## config.mk

```make
export PLATFORM = sky130hd
export DESIGN_NAME = ogfe_queue
export DESIGN_NICKNAME = d
export VERILOG_FILES = /design/src/rtl/ogfe_pkg.sv /design/src/rtl/ogfe_queue.sv
export SDC_FILE = /design/constraint.sdc
export NUM_CORES = 1
export LEC_CHECK = 0
export BUFFER_PORTS_ARGS = -buffer_cell sky130_fd_sc_hd__buf_2
export CORE_MARGIN = 5
export CORE_UTILIZATION = 30
export DETAILED_ROUTE_END_ITERATION = 6
export GPL_TIMING_DRIVEN = 0
export PLACE_DENSITY = 0.52
export SYNTH_ARGS = -nofsm -noshare
export SYNTH_HDL_FRONTEND = slang
export SYNTH_SLANG_ARGS = --single-unit
export TNS_END_PERCENT = 5
```

## constraint.sdc

```tcl
create_clock -name clk -period 1.9 [get_ports clk]
set_input_delay 0.38 -clock clk [delete_from_list [all_inputs] [get_ports clk]]
set_output_delay 0.38 -clock clk [all_outputs]
set_load 0.03 [all_outputs]
```

## src/rtl/ogfe_pkg.sv

```systemverilog
// Shared types and constants for the occupancy grid footprint engine.
`timescale 1ns / 1ps

package ogfe_pkg;

  // Field widths fixed by the interface.
  localparam int OP_W     = 2;
  localparam int COORD_W  = 8;
  localparam int SIZE_W   = 5;
  localparam int CELL_W   = 8;
  localparam int MODE_W   = 2;
  localparam int HALF_W   = SIZE_W;       // half-width never exceeds 30
  localparam int OFS_W    = HALF_W + 1;   // signed offset -30..30
  localparam int POS_W    = COORD_W + 2;  // signed cell coordinate -30..285
  localparam int DIM_W    = 9;            // grid_width / grid_height registers
  localparam int CFG_IDX_W  = 2;
  localparam int CFG_DATA_W = DIM_W;
  localparam int QUEUE_DEPTH = 2;

  // Register indexes on the configuration port.
  localparam logic [CFG_IDX_W-1:0] REG_GRID_WIDTH  = 2'd0;
  localparam logic [CFG_IDX_W-1:0] REG_GRID_HEIGHT = 2'd1;

  typedef enum logic [OP_W-1:0] {
    OP_WRITE  = 2'd0,
    OP_ANY    = 2'd1,
    OP_STATIC = 2'd2,
    OP_MAX    = 2'd3
  } op_t;

  typedef enum logic [MODE_W-1:0] {
    MODE_SET  = 2'd0,
    MODE_ADD  = 2'd1,
    MODE_SUB  = 2'd2,
    MODE_KEEP = 2'd3
  } mode_t;

  // What the back end has to do with a command.
  typedef enum logic [2:0] {
    KIND_WRITE  = 3'd0,
    KIND_ANY    = 3'd1,
    KIND_STATIC = 3'd2,
    KIND_MAX    = 3'd3,
    KIND_NOP    = 3'd4
  } kind_t;

  typedef struct packed {
    kind_t               kind;
    logic [COORD_W-1:0]  cx;
    logic [COORD_W-1:0]  cy;
    logic [HALF_W-1:0]   half;
    logic [CELL_W-1:0]   wval;
    mode_t               mode;
  } cmd_t;

  // Back-end status seen by the front end.
  typedef struct packed {
    logic clearing;
  } back_status_t;

endpackage

```

## src/rtl/ogfe_queue.sv

```systemverilog
// Short command queue between the front end and the back end.
`timescale 1ns / 1ps

module ogfe_queue (
  input  logic           clk,
  input  logic           rst,
  input  logic           push_valid,
  output logic           push_ready,
  input  ogfe_pkg::cmd_t push_cmd,
  output logic           pop_valid,
  input  logic           pop_ready,
  output ogfe_pkg::cmd_t pop_cmd
);
  import ogfe_pkg::*;

  localparam int PTR_W = (QUEUE_DEPTH > 1) ? $clog2(QUEUE_DEPTH) : 1;
  localparam int CNT_W = $clog2(QUEUE_DEPTH + 1);

  cmd_t             entries [QUEUE_DEPTH];
  logic [PTR_W-1:0] wr_ptr;
  logic [PTR_W-1:0] rd_ptr;
  logic [CNT_W-1:0] count;
  logic             do_push;
  logic             do_pop;

  assign push_ready = (count != CNT_W'(QUEUE_DEPTH));
  assign pop_valid  = (count != '0);
  assign pop_cmd    = entries[rd_ptr];
  assign do_push    = push_valid && push_ready;
  assign do_pop     = pop_valid && pop_ready;

  always_ff @(posedge clk) begin
    if (rst) begin
      wr_ptr <= '0;
      rd_ptr <= '0;
      count  <= '0;
    end else begin
      if (do_push) begin
        wr_ptr <= (wr_ptr == PTR_W'(QUEUE_DEPTH - 1)) ? '0 : wr_ptr + PTR_W'(1);
      end
      if (do_pop) begin
        rd_ptr <= (rd_ptr == PTR_W'(QUEUE_DEPTH - 1)) ? '0 : rd_ptr + PTR_W'(1);
      end
      if (do_push && !do_pop) begin
        count <= count + CNT_W'(1);
      end else if (do_pop && !do_push) begin
        count <= count - CNT_W'(1);
      end
    end
  end

  always_ff @(posedge clk) begin
    if (do_push) begin
      entries[wr_ptr] <= push_cmd;
    end
  end

endmodule

```

==> results.cfg <==
[cts]
cts_buffers = 9
clkSinkCount = 73
cts_tree = done
clockBufferDepth = 2
clockRootBuffer = clkbuf_8
htree_num_levels = 3
clk_pin_slew_ps = 70
clock_latency_ps = 330
postCtsHoldBufs = 0

[floorplanning]
ioPinCount = 74
core_area_sq_um = 8720
die_h_microns = 104
dieArea_sq_um = 10900
num_rows = 34
die_width_microns = 104
start_util_pct = 30.6

[route]
route.final.wire_length_microns = 4820
wire_per_inst_microns = 14.7
drtAntennaViolNets = 0
drt_pass1_iterations = 4
drtIter0Drc = 32
dr_total_vias = 1425
drc = 0
routed_via_density = 4.36

[logic_synthesis]
postSynthCellCount = 130
yosys.area.top_type_share_pct = 76.4
synth_commonest_cells = edfxtp_1 (68), mux2_2 (34), dfxtp_1 (5), nor2_1 (3), xor2_1 (3)
synth_edf_count = 68
synth_nets = 169
yosysSeqAreaShare_pct = 80.1
yosys_warnings = 0
synth_top_flop_cell = edfxtp_1
synth.cell_area_sq_um = 2670
synth_area_leader_cell = edfxtp_1
async_flop_share_pct = 0
synthTopCellsByArea = edfxtp_1 (76%), mux2_2 (14%), dfxtp_1 (3.7%)
ys_ff_latch = 73
syn_avg_cell_area_sq_um = 20.6
yosysUniqueCellTypes = 18
yosysMostFrequentCell = edfxtp_1

[placement]
placement.cell_area_sq_um = 3170
gp_congestion = 0.633
numPortBuffers = 73
pre_cts_ws_ps = 98.9
hpwl_microns = 3130

[worst_setup_path]
crit_buf_inv = 3
crit_chain = buf_6, buf_12, mux2_2, buf_2
worstSetupPathDepth = 4
slowest_stage = mux2_2
cpPeakStageDelay_ps = 340
cp.arrival_ps = 1450
crit_path_start_kind = register
crit_path_end_kind = output pin
cp.required_ps = 1520
cp_max_fo = 10
path_class = reg -> out
crit_family = buffers and inverters
r2r_cells = 3

[global_routing]
gr-usage-met2_pct = 15.1
grt_pass1_vias = 1494
antenna_found_initial = 0
grt_usage_pct = 9.10
top_usage_layer = met2
use_met3_pct = 4.90
grt.overflow.total = 0
grtUsageMet1_pct = 10.0
grt_first_pass_wirelength_microns = 7560
grt_max_degree = 35

[timing]
rsz0062_at_grt = yes
drv_slew = 0
slew_headroom_pct = 45.7
timing.final.crit_share_pct = 96.3
tightest_slew_ps = 813
whs_ps = 234
fmax_mhz = 547
tns_ps = 0
worst_slack_ps = 70.5
skew_ps = 6.06
hold_viol = 0
finalSetupViolCount = 0
fin_crit_ps = 1830

[cells_and_area]
design_area_sq_um = 3450
antenna_cells = 0
finalNetCount = 254
syn_to_final_growth_pct = 29.2
drive_gt1_share_pct = 58.4

[hold_path]
hold_path_depth = 1
hp-class = in -> reg

[power_and_ir_drop]
p_total_mw = 4.93
p_leak_nw = 1.29
max-vdd-ir-drop_uv = 680
p_per_area_nw_per_um2 = 1430

[job]
drv_cap = 0

[outcome]
status = finished, final reports clean
==> final timing paths <==
path	slack [ps]	end	startpoint
worst max-delay path	70	pop_cmd[22]	register
worst min-delay path	230	entries[0][6]$_DFFE_PP_	push_cmd[6]
worst max register to register	180	entries[0][17]$_DFFE_PP_	count[0]$_SDFFE_PP0P_
worst min register to register	520	rd_ptr$_SDFFE_PP0P_	rd_ptr$_SDFFE_PP0P_
==> report_power, final <==
| group | leakage, nW | internal (mW) | switching (mW) | total (mW) |
|---|---|---|---|---|
| clock | 0.101 | 0.727 | 0.518 | 1.24 |
| combinational | 0.512 | 0.636 | 0.971 | 1.61 |
| sequential | 0.676 | 2.01 | 0.0601 | 2.07 |
| total | 1.29 | 3.38 | 1.55 | 4.93 |
==> registers in the layout (all words and copies together), names as in the netlist, named ones only <==
signal,count
count,2
entries,68
rd_ptr,1
wr_ptr,1
==> placed cells by master (no fill, tap or decap), drive strengths merged <==
cell type / Yosys / layout
and2: 1 / 1
buf: 4 / 78
and3: 1 / 1
inv: 1 / 1
or3: 1 / 1
nand3b: 1 / 1
clkbuf: 0 / 11
o21ai: 2 / 2
dfxtp: 5 / 5
nor2: 3 / 3
clkinv: 0 / 2
ha: 1 / 1
edfxtp: 68 / 68
nand2b: 1 / 1
or2: 1 / 1
bufinv: 0 / 2
mux2: 34 / 34
a21bo: 1 / 1
xor2: 3 / 3
a21oi: 2 / 2
==> final cells by class <==
class	count	area [sq um]
fillers	811	5270
inverters	1	3.75
clock inverters	4	68.8
clock buffers	11	131
plain buffers	4	71.3
repair buffers	74	394
flip-flops and latches	73	2140
well taps	108	135
multi-input cells	52	507
==> kinds of logic (layout without fill, tap and decap cells) <==
kind of cell | after synthesis | in the layout | share of synthesized area (%)
AOI/OAI and AO/OA | 5 | 5 | 1.12
xor gates and xnor gates | 3 | 3 | 0.983
DFF | 73 | 73 | 80.2
and+or+nand+nor | 9 | 9 | 1.87
buffers and inverters | 5 | 94 | 1.08
muxes | 34 | 34 | 14.3
adders and majority gates | 1 | 1 | 0.468
==> routing by layer <==
metal / up-vias / wire (microns) / part of all wire (%)
met4: 0 / 45 / 0.93
met1: 694 / 1990 / 41
met2: 46 / 2450 / 51
li1: 680 / - / -
met3: 5 / 336 / 7.0
met5: - / 0 / 0
==> repair_timing <==
item / in CTS / in global routing
buffers inserted: 0 / 1
endpoints found under the setup margin: 30 / 64
gates resized for setup: 11 / 11
==> worst register-to-register path, cell delays in order (launching register included) <==
cell and delay [ps]:
dfxtp_1 400, nand2b_1 200, nand3b_1 130, inv_2 610
==> through the flow <==
stage | instances | utilization (%)
2_1_floorplan | 130 | -
3_3_place_gp | 311 | 36.4
3_5_place_dp | 311 | 36.4
4_1_cts | 326 | 39.1
5_1_grt | 327 | 39.6
6_report | 327 | 39.6
(Power assumes the default switching activity.)
