<file path="config.mk">
export PLATFORM = sky130hd
export DESIGN_NAME = ogfe_front
export DESIGN_NICKNAME = d
export VERILOG_FILES = /design/src/rtl/ogfe_pkg.sv /design/src/rtl/ogfe_front.sv
export SDC_FILE = /design/constraint.sdc
export NUM_CORES = 1
export LEC_CHECK = 0
export ABC_CLOCK_PERIOD_IN_PS = 4200
export BUFFER_PORTS_ARGS = -buffer_cell sky130_fd_sc_hd__buf_2
export CAP_MARGIN = 30
export CORE_AREA = 3 3 77 43
export DETAILED_ROUTE_END_ITERATION = 12
export DIE_AREA = 0 0 80 46
export GPL_TIMING_DRIVEN = 0
export PLACE_DENSITY = 0.86
export SETUP_SLACK_MARGIN = 0.5
export SYNTH_ARGS = -nofsm -noshare
export SYNTH_HDL_FRONTEND = slang
export SYNTH_SLANG_ARGS = --single-unit
</file>
<file path="constraint.sdc">
create_clock -name clk -period 4.2 [get_ports clk]
set_input_delay 0 -clock clk [delete_from_list [all_inputs] [get_ports clk]]
set_output_delay 0 -clock clk [all_outputs]
set_load 0.01 [all_outputs]
</file>
<file path="src/rtl/ogfe_pkg.sv">
// Shared types and constants for the occupancy grid footprint engine.
`timescale 1ns / 1ps

package ogfe_pkg;

  // Field widths fixed by the interface.
  localparam int OP_W     = 2;
  localparam int COORD_W  = 8;
  localparam int SIZE_W   = 5;
  localparam int CELL_W   = 8;
  localparam int MODE_W   = 2;
  localparam int HALF_W   = SIZE_W;       // half-width never exceeds 30
  localparam int OFS_W    = HALF_W + 1;   // signed offset -30..30
  localparam int POS_W    = COORD_W + 2;  // signed cell coordinate -30..285
  localparam int DIM_W    = 9;            // grid_width / grid_height registers
  localparam int CFG_IDX_W  = 2;
  localparam int CFG_DATA_W = DIM_W;
  localparam int QUEUE_DEPTH = 2;

  // Register indexes on the configuration port.
  localparam logic [CFG_IDX_W-1:0] REG_GRID_WIDTH  = 2'd0;
  localparam logic [CFG_IDX_W-1:0] REG_GRID_HEIGHT = 2'd1;

  typedef enum logic [OP_W-1:0] {
    OP_WRITE  = 2'd0,
    OP_ANY    = 2'd1,
    OP_STATIC = 2'd2,
    OP_MAX    = 2'd3
  } op_t;

  typedef enum logic [MODE_W-1:0] {
    MODE_SET  = 2'd0,
    MODE_ADD  = 2'd1,
    MODE_SUB  = 2'd2,
    MODE_KEEP = 2'd3
  } mode_t;

  // What the back end has to do with a command.
  typedef enum logic [2:0] {
    KIND_WRITE  = 3'd0,
    KIND_ANY    = 3'd1,
    KIND_STATIC = 3'd2,
    KIND_MAX    = 3'd3,
    KIND_NOP    = 3'd4
  } kind_t;

  typedef struct packed {
    kind_t               kind;
    logic [COORD_W-1:0]  cx;
    logic [COORD_W-1:0]  cy;
    logic [HALF_W-1:0]   half;
    logic [CELL_W-1:0]   wval;
    mode_t               mode;
  } cmd_t;

  // Back-end status seen by the front end.
  typedef struct packed {
    logic clearing;
  } back_status_t;

endpackage

</file>
<file path="src/rtl/ogfe_front.sv">
// Front end: accepts request transactions and classifies them into commands.
`timescale 1ns / 1ps

module ogfe_front #(
  parameter int MAX_SIZE = 16
) (
  input  logic                        clk,
  input  logic                        rst,
  input  logic                        in_valid,
  output logic                        in_stall,
  input  logic [1:0]                  operation,
  input  logic [7:0]                  cell_x,
  input  logic [7:0]                  cell_y,
  input  logic [4:0]                  footprint_size,
  input  logic [7:0]                  write_value,
  input  logic [1:0]                  write_mode,
  input  ogfe_pkg::back_status_t      status,
  output logic                        push_valid,
  input  logic                        push_ready,
  output ogfe_pkg::cmd_t              push_cmd
);
  import ogfe_pkg::*;

  logic          held;
  cmd_t          cmd;
  cmd_t          cmd_next;
  logic [SIZE_W-1:0] size_fix;
  logic          accept;

  // Clamp the footprint size and pick the command kind.
  always_comb begin
    size_fix = (footprint_size == '0) ? SIZE_W'(1) : footprint_size;
    if ({2'b00, size_fix} > 7'(MAX_SIZE)) begin
      size_fix = SIZE_W'(MAX_SIZE);
    end
    cmd_next.cx   = cell_x;
    cmd_next.cy   = cell_y;
    cmd_next.half = size_fix - SIZE_W'(1);
    cmd_next.wval = write_value;
    cmd_next.mode = mode_t'(write_mode);
    case (op_t'(operation))
      OP_WRITE:  cmd_next.kind = (mode_t'(write_mode) == MODE_KEEP) ? KIND_NOP : KIND_WRITE;
      OP_ANY:    cmd_next.kind = KIND_ANY;
      OP_STATIC: cmd_next.kind = KIND_STATIC;
      OP_MAX:    cmd_next.kind = KIND_MAX;
      default:   cmd_next.kind = KIND_NOP;
    endcase
  end

  assign in_stall   = status.clearing || (held && !push_ready);
  assign accept     = in_valid && !in_stall;
  assign push_valid = held;
  assign push_cmd   = cmd;

  always_ff @(posedge clk) begin
    if (rst) begin
      held <= 1'b0;
    end else if (accept) begin
      held <= 1'b1;
    end else if (push_ready) begin
      held <= 1'b0;
    end
  end

  always_ff @(posedge clk) begin
    if (accept) begin
      cmd <= cmd_next;
    end
  end

endmodule

</file>
==> flow_summary.toml <==
[worst_setup_path]
setup.worst_path.start_class = "flip-flop"
critical_path_class = "reg -> reg"
arrival_ps = 1470
cp_max_fo = 34
required_ps = 4110
crit_path_end_kind = "flip-flop"

[floorplanning]
dieHeight_um = 46
floorplan.initialDensity_pct = 44.7
core.rowCount = 13
io_pins = 74
placeableCoreArea_um2 = 2600
floorplan.die.width_um = 80
die-area_um2 = 3680

[routing]
totalWireLength_um = 3450
route.detailed.drc = 0
total_iterations_of_the_first_detailed_routing_run = 4
viasPerCell = 4.64
routed_wire_length_per_instance_um = 17.1
via_count = 937
drtAntennaViolNets = 0
detailedRoute.firstIterationViolations = 54

[timing]
worst_hold_slack_ps = 31.2
period_share_pct = 37.3
final-setup-viol-count = 0
fin_skew_ps = 3.86
setup-tns-final_ps = 0
shortest_period_the_worst_path_allows_ps = 1570
maxClockFrequency_mhz = 638
post-route-worst-setup-slack_ps = 2630
transition_time_at_the_pin_with_the_least_slew_margin_ps = 913
normalized_max_slew_margin_pct = 39.0
unrepaired_setup_endpoints_after_global_routing = "false"
finalMaxSlewViolations = 0
hold_viol_final = 0

[global_route]
global_route_wire_length_before_repair_um = 5140
grt_pass1_vias = 977
globalRouteTotalUtil_pct = 20.1
maximum_number_of_pins_on_one_net_before_global_route_repair = 35
grt_overflow = 0
grt_antenna_before_repair = 0

[placement]
place_congestion = 0.751
buffer_ports.inserted = 73
dpl.cell_count = 166
dpl_worst_slack_ps = 2630
place_hpwl_um = 2020

[power]
p_total_w = 0.000720
maximum_ir_drop_on_the_vdd_rail_uv = 382
power_leakage_nw = 0.836
power.density_nw_per_um2 = 370

[cells_and_area]
area_growth_syn_to_layout_pct = 67.4
fillerInstances = 171
drive_gt1_share_pct = 49.7
finish.net_count = 203
layout.cells.non_filler = 202
antenna_cells = 0

[logic_synthesis]
ys_async_sr_fraction_pct = 0
synth_seq_cells = 35
ys_dominant_reg_cell = "edfxtp_1"
synth.area.mux_share_pct = 0
warning_count_from_the_yosys_run = 0
post_synth.cell_area_avg_um2 = 20.8
area_fraction_of_the_dominant_cell_type_after_synthesis_pct = 87.8
post_synth_instance_area_um2 = 1160
post_synth_adder_cell_area_pct = 1.08
syn_inst = 56
synth_sequential_area_ratio_pct = 89.6
yosys.cell_count.top_type = "edfxtp_1"
synth_compound_area_share_pct = 1.94
synth_top_cells_by_area = "edfxtp_1 (88%), nand2b_1 (2.2%), dfxtp_1 (1.7%)"
synth_edf_count = 34
post_synth_xor_area_fraction_pct = 0.753
number_of_nets_produced_by_synthesis = 95
simple_gate_portion_of_the_synthesized_area_pct = 5.38
synth_top_cell_by_area = "edfxtp_1"
main_combinational_cell_family_by_area_after_synthesis = "simple AND/OR/NAND/NOR gates"
synth_commonest_cells = "edfxtp_1 (34), nand2b_1 (4), nand2_1 (3)"
yosys.cell_types.count = 14

[run_status]
run_status = "finished, final reports clean"

[clock_tree]
cts_made_buffers = 5
cts-htree-levels = 2
cts_tree = "built"
tritoncts_num_sinks = 35
cts-root-to-sink-buffers = 2
cts.reportedPaths.clkPinSlew_ps = 70
clk-insertion-delay-late_ps = 280
postCtsResizedCells = 0
root_buffer = "clkbuf_8"

[min_path]
holdCritPathClass = "in -> reg"

[run]
max-cap-violations = 0
## path summary, 6_finish.rpt
| path | from | to | slack (ps) | cells past startpoint |
|---|---|---|---|---|
| max | push_valid | push_cmd[5] | 2630 | 2 |
| max reg2reg | push_valid | push_cmd[5] | 2630 | 2 |
| min | operation[1] | push_cmd[33] | 30 | 2 |
| min reg2reg | push_valid | push_valid | 530 | 2 |
## metal layers
layer / up-vias / share of wire (%) / global-route usage [%]
met4: 0 / 2.5 / 10.8
li1: 426 / - / -
met5: - / 0 / 0
met1: 465 / 36 / 22.0
met2: 35 / 57 / 36.0
met3: 11 / 4.5 / 6.32
## worst max-delay path: stages (launching register included)
cell	delay, ps
dfxtp_1	310
nand2b_1	100
nor2b_4	770
## timing repair
item	4_1_cts	5_1_grt
hold buffers	28	0
endpoints found under the hold margin	28	0
buffers inserted	0	0
## layout make-up
cell class,count,area [µm²],area share (%)
clock inverter,3,15.0,0.772
sequential,35,1040,53.5
timing repair buffer,101,646,33.2
multi-input combinational,17,114,5.85
inverter,2,7.51,0.386
clock buffer,5,68.8,3.54
tap,37,46.3,2.38
buffer,2,7.51,0.386
## where the power goes
part,switching [W],internal (W)
registers,0.00000411,0.000402
clock network,0.000119,0.000113
logic,0.0000373,0.0000439
## kinds of logic after synthesis
family | count (synthesis)
fa+ha+maj | 1
compound gates | 4
flops | 35
buf+inv | 4
xor+xnor | 1
simple gates | 11
## per-stage QoR
step / util [%] / cell area (µm²)
floorplan: - / 1160
global placement: 60.5 / 1570
detailed placement: 60.8 / 1580
CTS: 74.8 / 1950
global route: 74.8 / 1950
finish: 74.8 / 1950
## sequential cells by signal, summed over array words and instances, names as in the netlist
name	flops
push_valid	1
push_cmd	34
## cell usage in the layout, fill, tap and decap left out
cell           instances
o31ai_1                1
dlygate4sd3_1         28
dfxtp_1                1
nor3_1                 2
or4b_1                 1
buf_2                 73
nand2_1                3
xnor2_1                1
clkbuf_1               2
nor2b_4                1
o21ai_0                2
inv_1                  2
a21oi_1                1
ha_1                   1
clkinv_2               3
edfxtp_1              34
clkbuf_8               5
nand2b_1               4
(Power assumes the default switching activity.)
